### src/hw/rtl/mmos_pkg.sv
package mmos_pkg;

  localparam int unsigned CAPACITY   = 64;
  localparam int unsigned ID_BITS    = 16;
  localparam int unsigned LEVEL_BITS = 8;
  localparam int unsigned KEY_BITS   = LEVEL_BITS + ID_BITS;

  // port widths of the command and result fields
  localparam int unsigned KIND_W   = 2;
  localparam int unsigned ID_W     = 16;
  localparam int unsigned LEVEL_W  = 8;
  localparam int unsigned STATUS_W = 2;

  localparam logic [KIND_W-1:0] KIND_QUERY  = 2'd0;
  localparam logic [KIND_W-1:0] KIND_ADD    = 2'd1;
  localparam logic [KIND_W-1:0] KIND_REMOVE = 2'd2;

  typedef enum logic [STATUS_W-1:0] {
    ST_OK       = 2'd0,
    ST_EMPTY    = 2'd1,
    ST_FULL     = 2'd2,
    ST_NOCHANGE = 2'd3
  } status_e;

  typedef logic [KEY_BITS-1:0] key_t;

  // per-cell controls, broadcast along the chain
  typedef struct packed {
    logic capture;  // latch compare flags against the probe key
    logic add;      // open a slot at the insertion point
    logic remove;   // close the slot of the matching entry
  } cell_ctl_t;

endpackage

### src/hw/rtl/mmos_cell.sv
module mmos_cell
  import mmos_pkg::*;
(
  input  logic      clk_i,
  input  logic      rst_ni,
  input  cell_ctl_t ctl_i,
  input  key_t      probe_key_i,
  input  key_t      left_key_i,
  input  logic      left_valid_i,
  input  logic      left_lt_i,
  input  key_t      right_key_i,
  input  logic      right_valid_i,
  output key_t      key_o,
  output logic      valid_o,
  output logic      lt_o,
  output logic      eq_o
);

  key_t key_q, key_d;
  logic valid_q, valid_d;
  logic lt_q, lt_d;
  logic eq_q, eq_d;

  always_comb begin
    lt_d    = lt_q;
    eq_d    = eq_q;
    key_d   = key_q;
    valid_d = valid_q;
    if (ctl_i.capture) begin
      lt_d = valid_q && (key_q < probe_key_i);
      eq_d = valid_q && (key_q == probe_key_i);
    end
    // entries below the probe key stay put
    if (ctl_i.add && !lt_q) begin
      if (!left_lt_i) begin
        key_d   = left_key_i;
        valid_d = left_valid_i;
      end else begin
        key_d   = probe_key_i;
        valid_d = 1'b1;
      end
    end else if (ctl_i.remove && !lt_q) begin
      key_d   = right_key_i;
      valid_d = right_valid_i;
    end
  end

  always_ff @(posedge clk_i or negedge rst_ni) begin
    if (!rst_ni) begin
      valid_q <= 1'b0;
      lt_q    <= 1'b0;
      eq_q    <= 1'b0;
    end else begin
      valid_q <= valid_d;
      lt_q    <= lt_d;
      eq_q    <= eq_d;
    end
  end

  always_ff @(posedge clk_i) begin
    key_q <= key_d;
  end

  assign key_o   = key_q;
  assign valid_o = valid_q;
  assign lt_o    = lt_q;
  assign eq_o    = eq_q;

endmodule

### config.mk
export PLATFORM = sky130hd
export DESIGN_NAME = mmos_cell
export DESIGN_NICKNAME = d
export VERILOG_FILES = /design/src/hw/rtl/mmos_pkg.sv /design/src/hw/rtl/mmos_cell.sv
export SDC_FILE = /design/constraint.sdc
export NUM_CORES = 1
export LEC_CHECK = 0
export BUFFER_PORTS_ARGS = -buffer_cell sky130_fd_sc_hd__buf_2
export CAP_MARGIN = 5
export CORE_ASPECT_RATIO = 1.75
export CORE_MARGIN = 2
export CORE_UTILIZATION = 41
export DETAILED_ROUTE_END_ITERATION = 6
export PLACE_DENSITY = 0.78
export SYNTH_ARGS = -nofsm -noshare
export SYNTH_HDL_FRONTEND = slang
export SYNTH_SLANG_ARGS = --single-unit
### constraint.sdc
create_clock -name clk_i -period 1.9 [get_ports clk_i]
set_clock_uncertainty 0.15 [all_clocks]
set_input_delay 0.285 -clock clk_i [delete_from_list [all_inputs] [get_ports clk_i]]
set_output_delay 0.285 -clock clk_i [all_outputs]
set_load 0.05 [all_outputs]
==> run metrics, run 1 <==
outcome finished with violations; failing checks setup timing; clock sink total 27; Yosys top cell by area edfxtp_1; WHS Path Cells 3; drt first pass iters 4; Hold Path Class in -> reg; flop-to-flop setup slack -5 ps; Pwr per Cell Area 1180 mW/mm^2; Antenna Nets Post-Route 0; TritonCTS clock tree yes; Lkg Pwr 1.42 nW; flops & latches, synth 27; setup ws final -5.00 ps; fill count 443; row count 33; final setup fails 1; number of port buffers 106; Rel. slew slack 0.762; via count 1860; Max Freq 525 MHz; Crit. End Element register; clock buffer depth 2; layout cells sized above 1 0.400; critical path fanouts, max 2; DP HPWL 4280 um; DIE AREA 0.00536 mm^2; dpl ws -34.4 ps; reg2reg path depth 6; worst skew pair latency 280 ps; post-synth top area share 0.369; top_reg_cell synth edfxtp_1; crit path DAT 1920 ps; Synth Cell Area 0.00196 mm^2; min cycle time layout 1910 ps; TNS Setup -5.00 ps; sequential area share after synthesis 0.407; FFs w/ async S/R, synth 0.111; CTS H-tree lvls 1; syn nets 306; crit start category register; Worst IR Drop VDD 852 uV; Initial Util 0.423; Hold Vio Cnt, Final 0; DRC 0; Tcrit/Tclk final 1.00; RSZ-0062 raised after global routing true; WL/cell 14.0 um; cell chain of the critical path ha_4 > nand4_4 > nor4_4 > and3_1 > o21ai_1 > a32o_1; total congestion overflow 0; Syn Inst Count 202; Final Wtd Congestion 0.787; Layout area overhead 39.1%; CP max stage cell edfxtp_1; slowest stage delay, CP 440 ps; chip width 56.2 um; Vias/cell 5.14; initial DRC count 23; vias in the first global route 1872; final WL 5070 um; Final Slew Violations 0; Post-synth EDFFs 24; Core Area 0.00462 mm^2; YS warnings 0; Die Ht 95.4 um; CP Class reg -> reg; actual slew at the worst max-slew pin 356 ps; CTS root buf clkbuf_8; Hold Path Sink key_o[22]$_DFFE_PP_; initial antenna violation count 0; worst reg2reg path endpoint lt_o$_DFFE_PN0P_; I/O Pins 107; Worst EP required 1920 ps; Num CTS Buffers 3; Tot GR Track Use 0.190; diode count 0; ranking of synthesized cells by area edfxtp_1, ha_1, mux2i_1; largest net degree at the start of global routing 29; syn avg cell area 9.68 um^2; nets@finish 415; Unique masters post-synth 27; commonest cells in the netlist nand2_1, o21ai_0, inv_1; worst reg2reg path startpoint key_o[18]$_DFFE_PP_; clock slew at reported path FFs 90 ps; # Max-Cap Violations 0; first-pass GRT wire length 7890 um; Total Power 3.20 mW; count leader, synth nand2_1; HP Start right_key_i[22]
-- worst max-delay path by stage --
stage,startpoint,to,slack (ps),depth (start not counted)
global route,key_o[18]$_DFFE_PP_,lt_o$_DFFE_PN0P_,-60,6
finish,key_o[18]$_DFFE_PP_,lt_o$_DFFE_PN0P_,-5,6
CTS,key_o[18]$_DFFE_PP_,lt_o$_DFFE_PN0P_,-20,6
floorplan,key_o[18]$_DFFE_PP_,lt_o$_DFFE_PN0P_,-170,6
detailed placement,key_o[18]$_DFFE_PP_,lt_o$_DFFE_PN0P_,-30,6
global placement,probe_key_i[18],lt_o$_DFFE_PN0P_,50,8
-- kinds of logic after synthesis --
family                     count (synthesis)  share of synthesized area
AOI/OAI and AO/OA                         44                      0.124
adders and majority gates                 24                      0.154
buffers and inverters                     33                     0.0659
DFF                                       27                      0.407
muxes                                     24                      0.123
and+or+nand+nor                           50                      0.127
-- placed cells by master, fill, tap and decap left out, types with 2 or more instances in the layout --
master,n
nor3_1,2
ha_1,18
dfrtp_1,3
o21ai_0,27
buf_4,3
nand3_1,4
nor2_1,2
nand4_1,2
clkbuf_8,3
buf_2,106
inv_1,25
nand2_1,31
mux2i_1,24
and3_1,2
a21oi_1,10
nand2b_1,2
ha_4,6
buf_12,2
edfxtp_1,24
-- timing repair --
item,CTS,global route
hold buffers,1,0
setup buffers,1,0
pin swaps,1,0
setup endpoints to repair,1,1
resized for setup,1,0
endpoints found under the hold margin,3,0
-- state kept, by name (all words and copies together) (netlist names) --
signal   count
lt_o         1
key_o       24
valid_o      1
eq_o         1
-- final cells by class --
| cell class | instances | area [um^2] | area share |
|---|---|---|---|
| clock buffers | 4 | 45.0 | 0.0166 |
| inverters | 25 | 93.8 | 0.0345 |
| multi-input cells | 142 | 1120 | 0.411 |
| flip-flops and latches | 27 | 796 | 0.293 |
| well taps | 52 | 65.1 | 0.0239 |
| repair buffers | 112 | 603 | 0.222 |
-- routing by layer --
layer	global-route usage	vias up	part of all wire
met5	0	-	0
met3	0.0163	10	0.038
met2	0.386	61	0.59
li1	-	937	-
met1	0.187	852	0.34
met4	0.0893	0	0.028
-- metrics by stage --
stage	util	hold slack (ps)	instance area [um^2]	instances
after detailed placement	0.573	-65.9	2650	356
final	0.588	124	2720	362
after floorplan	-	-161	2030	202
after CTS	0.588	123	2720	362
after global routing	0.588	141	2720	362
after global placement	0.573	-66.9	2650	356
-- worst max-delay path, delay by kind of cell, from the launching register on --
kind | cells | cell delay (ps)
compound gates | 2 | 280
fa+ha+maj | 1 | 310
flops | 1 | 440
simple gates | 3 | 610
-- where the power goes --
part / leakage (nW) / switching (mW) / internal [mW]
logic: 1.12 / 1.26 / 0.551
registers: 0.279 / 0.131 / 0.925
clock network: 0.0228 / 0.181 / 0.151
total: 1.42 / 1.57 / 1.63
(Power assumes the default switching activity.)
==> run 2, diff against run 1 <==
CORE_UTILIZATION = 42   (was 41)
CTS_BUF_LIST = sky130_fd_sc_hd__clkbuf_8   (was unset)
MAX_ROUTING_LAYER = met4   (was unset)
PLACE_DENSITY = 0.79   (was 0.78)
==> run metrics, run 2 (synthesis results as in run 1) <==
outcome finished, final reports clean; Worst IR Drop VDD 672 uV; P_sw 1.57 mW; CTS root buf clkbuf_8; crit start category register; min cycle time layout 1870 ps; Die Ht 94.3 um; Core Area 0.00444 mm^2; Vias/cell 5.10; vias in the first global route 1928; final WL 4880 um; max reg flops 24; drt first pass iters 4; Final Slew Violations 0; CP max stage cell edfxtp_1; DIE AREA 0.00524 mm^2; met1 global-route usage 0.197; Antenna Nets Post-Route 0; Tcrit/Tclk final 0.986; total congestion overflow 0; Lkg Pwr 1.42 nW; sequential share of power 0.334; Crit. End Element register; via count 1841; nets@finish 415; footprint of the multi-input gates 0.00112 mm^2; dpl ws 9.34 ps; Design Area, Final 0.00271 mm^2; GR Util met3 0.0152; Final Wtd Congestion 0.829; Internal Pwr Total 1.61 mW; clock buffer depth 2; initial DRC count 38; Num CTS Buffers 3; TNS Setup 0 ps; first-pass GRT wire length 8040 um; Sw Share 0.493; fill count 412; crit path DAT 1890 ps; setup ws final 26.2 ps; GR Util met2 0.394; fin util 0.610; Tot GR Track Use 0.199; worst skew pair latency 270 ps; Rel. slew slack 0.796; final setup fails 0; TritonCTS clock tree yes; Total Power 3.18 mW; slowest stage delay, CP 440 ps; number of port buffers 106; Worst EP required 1920 ps; leading cell type in the layout, fill and taps excluded buf_2; CTS H-tree lvls 1; largest net degree at the start of global routing 29; clock sink total 27; CP Class reg -> reg; Hold Path Class in -> reg; DRC 0; WL/cell 13.5 um; power share of the combinational group 0.564; I/O Pins 107; row count 32; Area after DPL 0.00265 mm^2; Clk network pwr share 0.103; DP HPWL 4160 um; Initial Util 0.440; RSZ-0062 raised after global routing true; diode count 0; most frequent cells in the layout buf_2, nand2_1, o21ai_0; Hold Vio Cnt, Final 0; actual slew at the worst max-slew pin 307 ps; Pwr per Cell Area 1170 mW/mm^2; Max Freq 534 MHz; Post-CTS Setup Repair Bufs 0; # Max-Cap Violations 0; register area 796 um^2; chip width 55.6 um; Layout area overhead 38.6%; layout cells sized above 1 0.406; initial antenna violation count 0; clock slew at reported path FFs 90 ps; cell chain of the critical path ha_4 > nand4_4 > nor4_4 > and3_1 > o21ai_1 > a32o_1; busiest grt layer met2; critical path fanouts, max 2
run 2: changes by cell type in the layout (fill, tap and decap cells not counted):
cell,previous run,this run
clkbuf_1,1,0
nand2b_2,0,1
buf_12,2,1
nand2b_1,2,1
clkinv_2,0,1
buf_4,3,4
run 2: power groups by stage:
stage	clock, mW	combinational (mW)	sequential [mW]
final	0.327	1.79	1.06
after global routing	0.358	1.96	1.09
after CTS	0.335	1.81	1.06
after detailed placement	0	1.80	1.08
after global placement	0	1.77	1.07
after floorplan	0	0.616	1.75
run 2: what timing repair did:
action	4_1_cts	5_1_grt
endpoints found under the hold margin	3	0
resized for setup	0	1
setup endpoints to repair	0	1
hold buffers	1	0
run 2: final timing paths:
path,end,startpoint,cells past startpoint,slack (ps)
worst min register to register,eq_o$_DFFE_PN0P_,eq_o$_DFFE_PN0P_,1,400
worst max-delay path,lt_o$_DFFE_PN0P_,key_o[18]$_DFFE_PP_,6,30
worst max register to register,lt_o$_DFFE_PN0P_,key_o[18]$_DFFE_PP_,6,30
worst min-delay path,key_o[12]$_DFFE_PP_,right_key_i[12],3,140
max in group asynchronous,valid_o$_DFFE_PN0P_,rst_ni,2,1300
min in group asynchronous,lt_o$_DFFE_PN0P_,rst_ni,2,190
run 2: layer usage:
layer  wire length, um  vias up
li1                  -      933
met1              1780      848
met2              2810       54
met3               196        6
met4                98        0
met5                 0        -
run 2: area by class of cell:
type,count,area share
Clock buffer,3,0.0152
Clock inverter,1,0.00185
Timing Repair Buffer,112,0.218
Sequential cell,27,0.294
Multi-Input combinational cell,142,0.413
Tap cell,51,0.0235
Inverter,25,0.0346
run 2: worst max-delay path: cells and delay by family (launching register included):
kind	cells	cell delay (ps)
adders and majority gates	1	310
AOI/OAI and AO/OA	2	290
DFF	1	440
and+or+nand+nor	3	580
run 2: metrics by stage:
step,std cells,hold slack (ps)
2_1_floorplan,202,-161
3_3_place_gp,356,-67.6
3_5_place_dp,356,-59.5
4_1_cts,361,134
5_1_grt,361,141
6_report,361,136
==> run 3, diff against run 2 <==
==> constraint.sdc (replaced) <==
create_clock -name clk_i -period 1.9 [get_ports clk_i]
set_clock_uncertainty 0.15 [all_clocks]
set_input_delay 0.475 -clock clk_i [delete_from_list [all_inputs] [get_ports clk_i]]
set_output_delay 0.475 -clock clk_i [all_outputs]
set_load 0.05 [all_outputs]
==> run metrics, run 3 (synthesis results as in run 1) <==
outcome finished, final reports clean; first-pass GRT wire length 8340 um; vias in the first global route 1964; clock buffer depth 2; row count 32; leading cell type in the layout, fill and taps excluded buf_2; actual slew at the worst max-slew pin 325 ps; Final Slew Violations 0; max reg flops 24; layout cells sized above 1 0.419; Max Freq 528 MHz; most frequent cells in the layout buf_2, nand2_1, o21ai_0; Layout area overhead 42.2%; number of port buffers 106; Area after DPL 0.00271 mm^2; Hold Vio Cnt, Final 0; largest net degree at the start of global routing 35; DRC 0; RSZ-0062 raised after global routing true; CP Class reg -> reg; setup ws final 6.38 ps; Antenna Nets Post-Route 0; initial DRC count 41; drt first pass iters 4; WL/cell 13.9 um; final setup fails 0; DP HPWL 4190 um; crit path DAT 1920 ps; clock sink total 27; Design Area, Final 0.00278 mm^2; Worst IR Drop VDD 883 uV; clock slew at reported path FFs 100 ps; # Max-Cap Violations 0; Vias/cell 5.19; CTS root buf clkbuf_8; total congestion overflow 0; diode count 0; DIE AREA 0.00524 mm^2; nets@finish 420; final WL 5110 um; Tcrit/Tclk final 0.997; I/O Pins 107; Die Ht 94.3 um; Worst EP required 1930 ps; Core Area 0.00444 mm^2; Pwr per Cell Area 1180 mW/mm^2; CTS H-tree lvls 1; min cycle time layout 1890 ps; Hold Path Class in -> reg; Initial Util 0.440; Num CTS Buffers 3; via count 1900; initial antenna violation count 0; Lkg Pwr 1.45 nW; worst skew pair latency 280 ps; Rel. slew slack 0.780; Post-CTS Setup Repair Bufs 0; Final Wtd Congestion 0.814; critical path fanouts, max 2; chip width 55.6 um; TritonCTS clock tree yes; Tot GR Track Use 0.206; crit start category register; Crit. End Element register; dpl ws -180 ps
-- run 3: changes by cell type in the layout (fill, tap and decap cells not counted) --
| cell | change |
|---|---|
| clkinv_2 | -1 |
| clkinvlp_4 | +1 |
| buf_4 | +3 |
| and3_4 | +1 |
| and3_1 | -1 |
| buf_12 | +2 |
-- run 3: power by group --
part           internal [mW]  total, mW  leakage, nW  switching [mW]
Sequential             0.926       1.07        0.279           0.141
Clock                  0.149      0.346       0.0217           0.197
Combinational          0.600       1.87         1.15            1.27
-- run 3: worst paths after layout --
check                               startpoint                   to  slack [ps]  cells after the start
max reg2reg                key_o[17]$_DFFE_PP_     lt_o$_DFFE_PN0P_           6                      6
max                        key_o[17]$_DFFE_PP_     lt_o$_DFFE_PN0P_           6                      6
min in group asynchronous               rst_ni     eq_o$_DFFE_PN0P_         380                      2
max in group asynchronous               rst_ni     lt_o$_DFFE_PN0P_        1110                      2
min                            right_key_i[11]  key_o[11]$_DFFE_PP_         310                      3
min reg2reg                   eq_o$_DFFE_PN0P_     eq_o$_DFFE_PN0P_         400                      1
-- run 3: timing repair --
action | in CTS | in global routing
hold endpoints to repair | 3 | 0
setup endpoints to repair | 1 | 1
hold buffers | 1 | 0
resized for setup | 1 | 1
pin swaps | 3 | 0
-- run 3: layer usage --
layer  up-vias  wire (um)  global-route usage
li1        945          -                   -
met1       879       1770               0.206
met2        67       2980               0.399
met3         9        233              0.0193
met4         0        112              0.0894
met5         -          0                   -
-- run 3: critical path, cell delays in order, from the launching register on --
cell and delay (ps):
edfxtp_1 450, ha_4 310, nand4_4 100, nor4_4 290, and3_4 220, o21ai_1 60
a32o_1 210
-- run 3: stage by stage --
stage | hold WS, ps | TNS, ps | power (mW) | utilization | cells
2_1_floorplan | 29.4 | -169 | 2.37 | - | 202
3_3_place_gp | 124 | -165 | 2.91 | 0.609 | 361
3_5_place_dp | 127 | -275 | 2.96 | 0.609 | 361
4_1_cts | 312 | -2.63 | 3.32 | 0.624 | 366
5_1_grt | 325 | -84.7 | 3.50 | 0.626 | 366
6_report | 313 | 0 | 3.28 | 0.626 | 366
-- run 3: final cells by class --
type,instances,area [um^2]
fillers,397,1660
multi-input cells,142,1120
flip-flops and latches,27,796
repair buffers,117,653
inverters,25,93.8
well taps,51,63.8
clock buffers,3,41.3
clock inverters,1,7.51
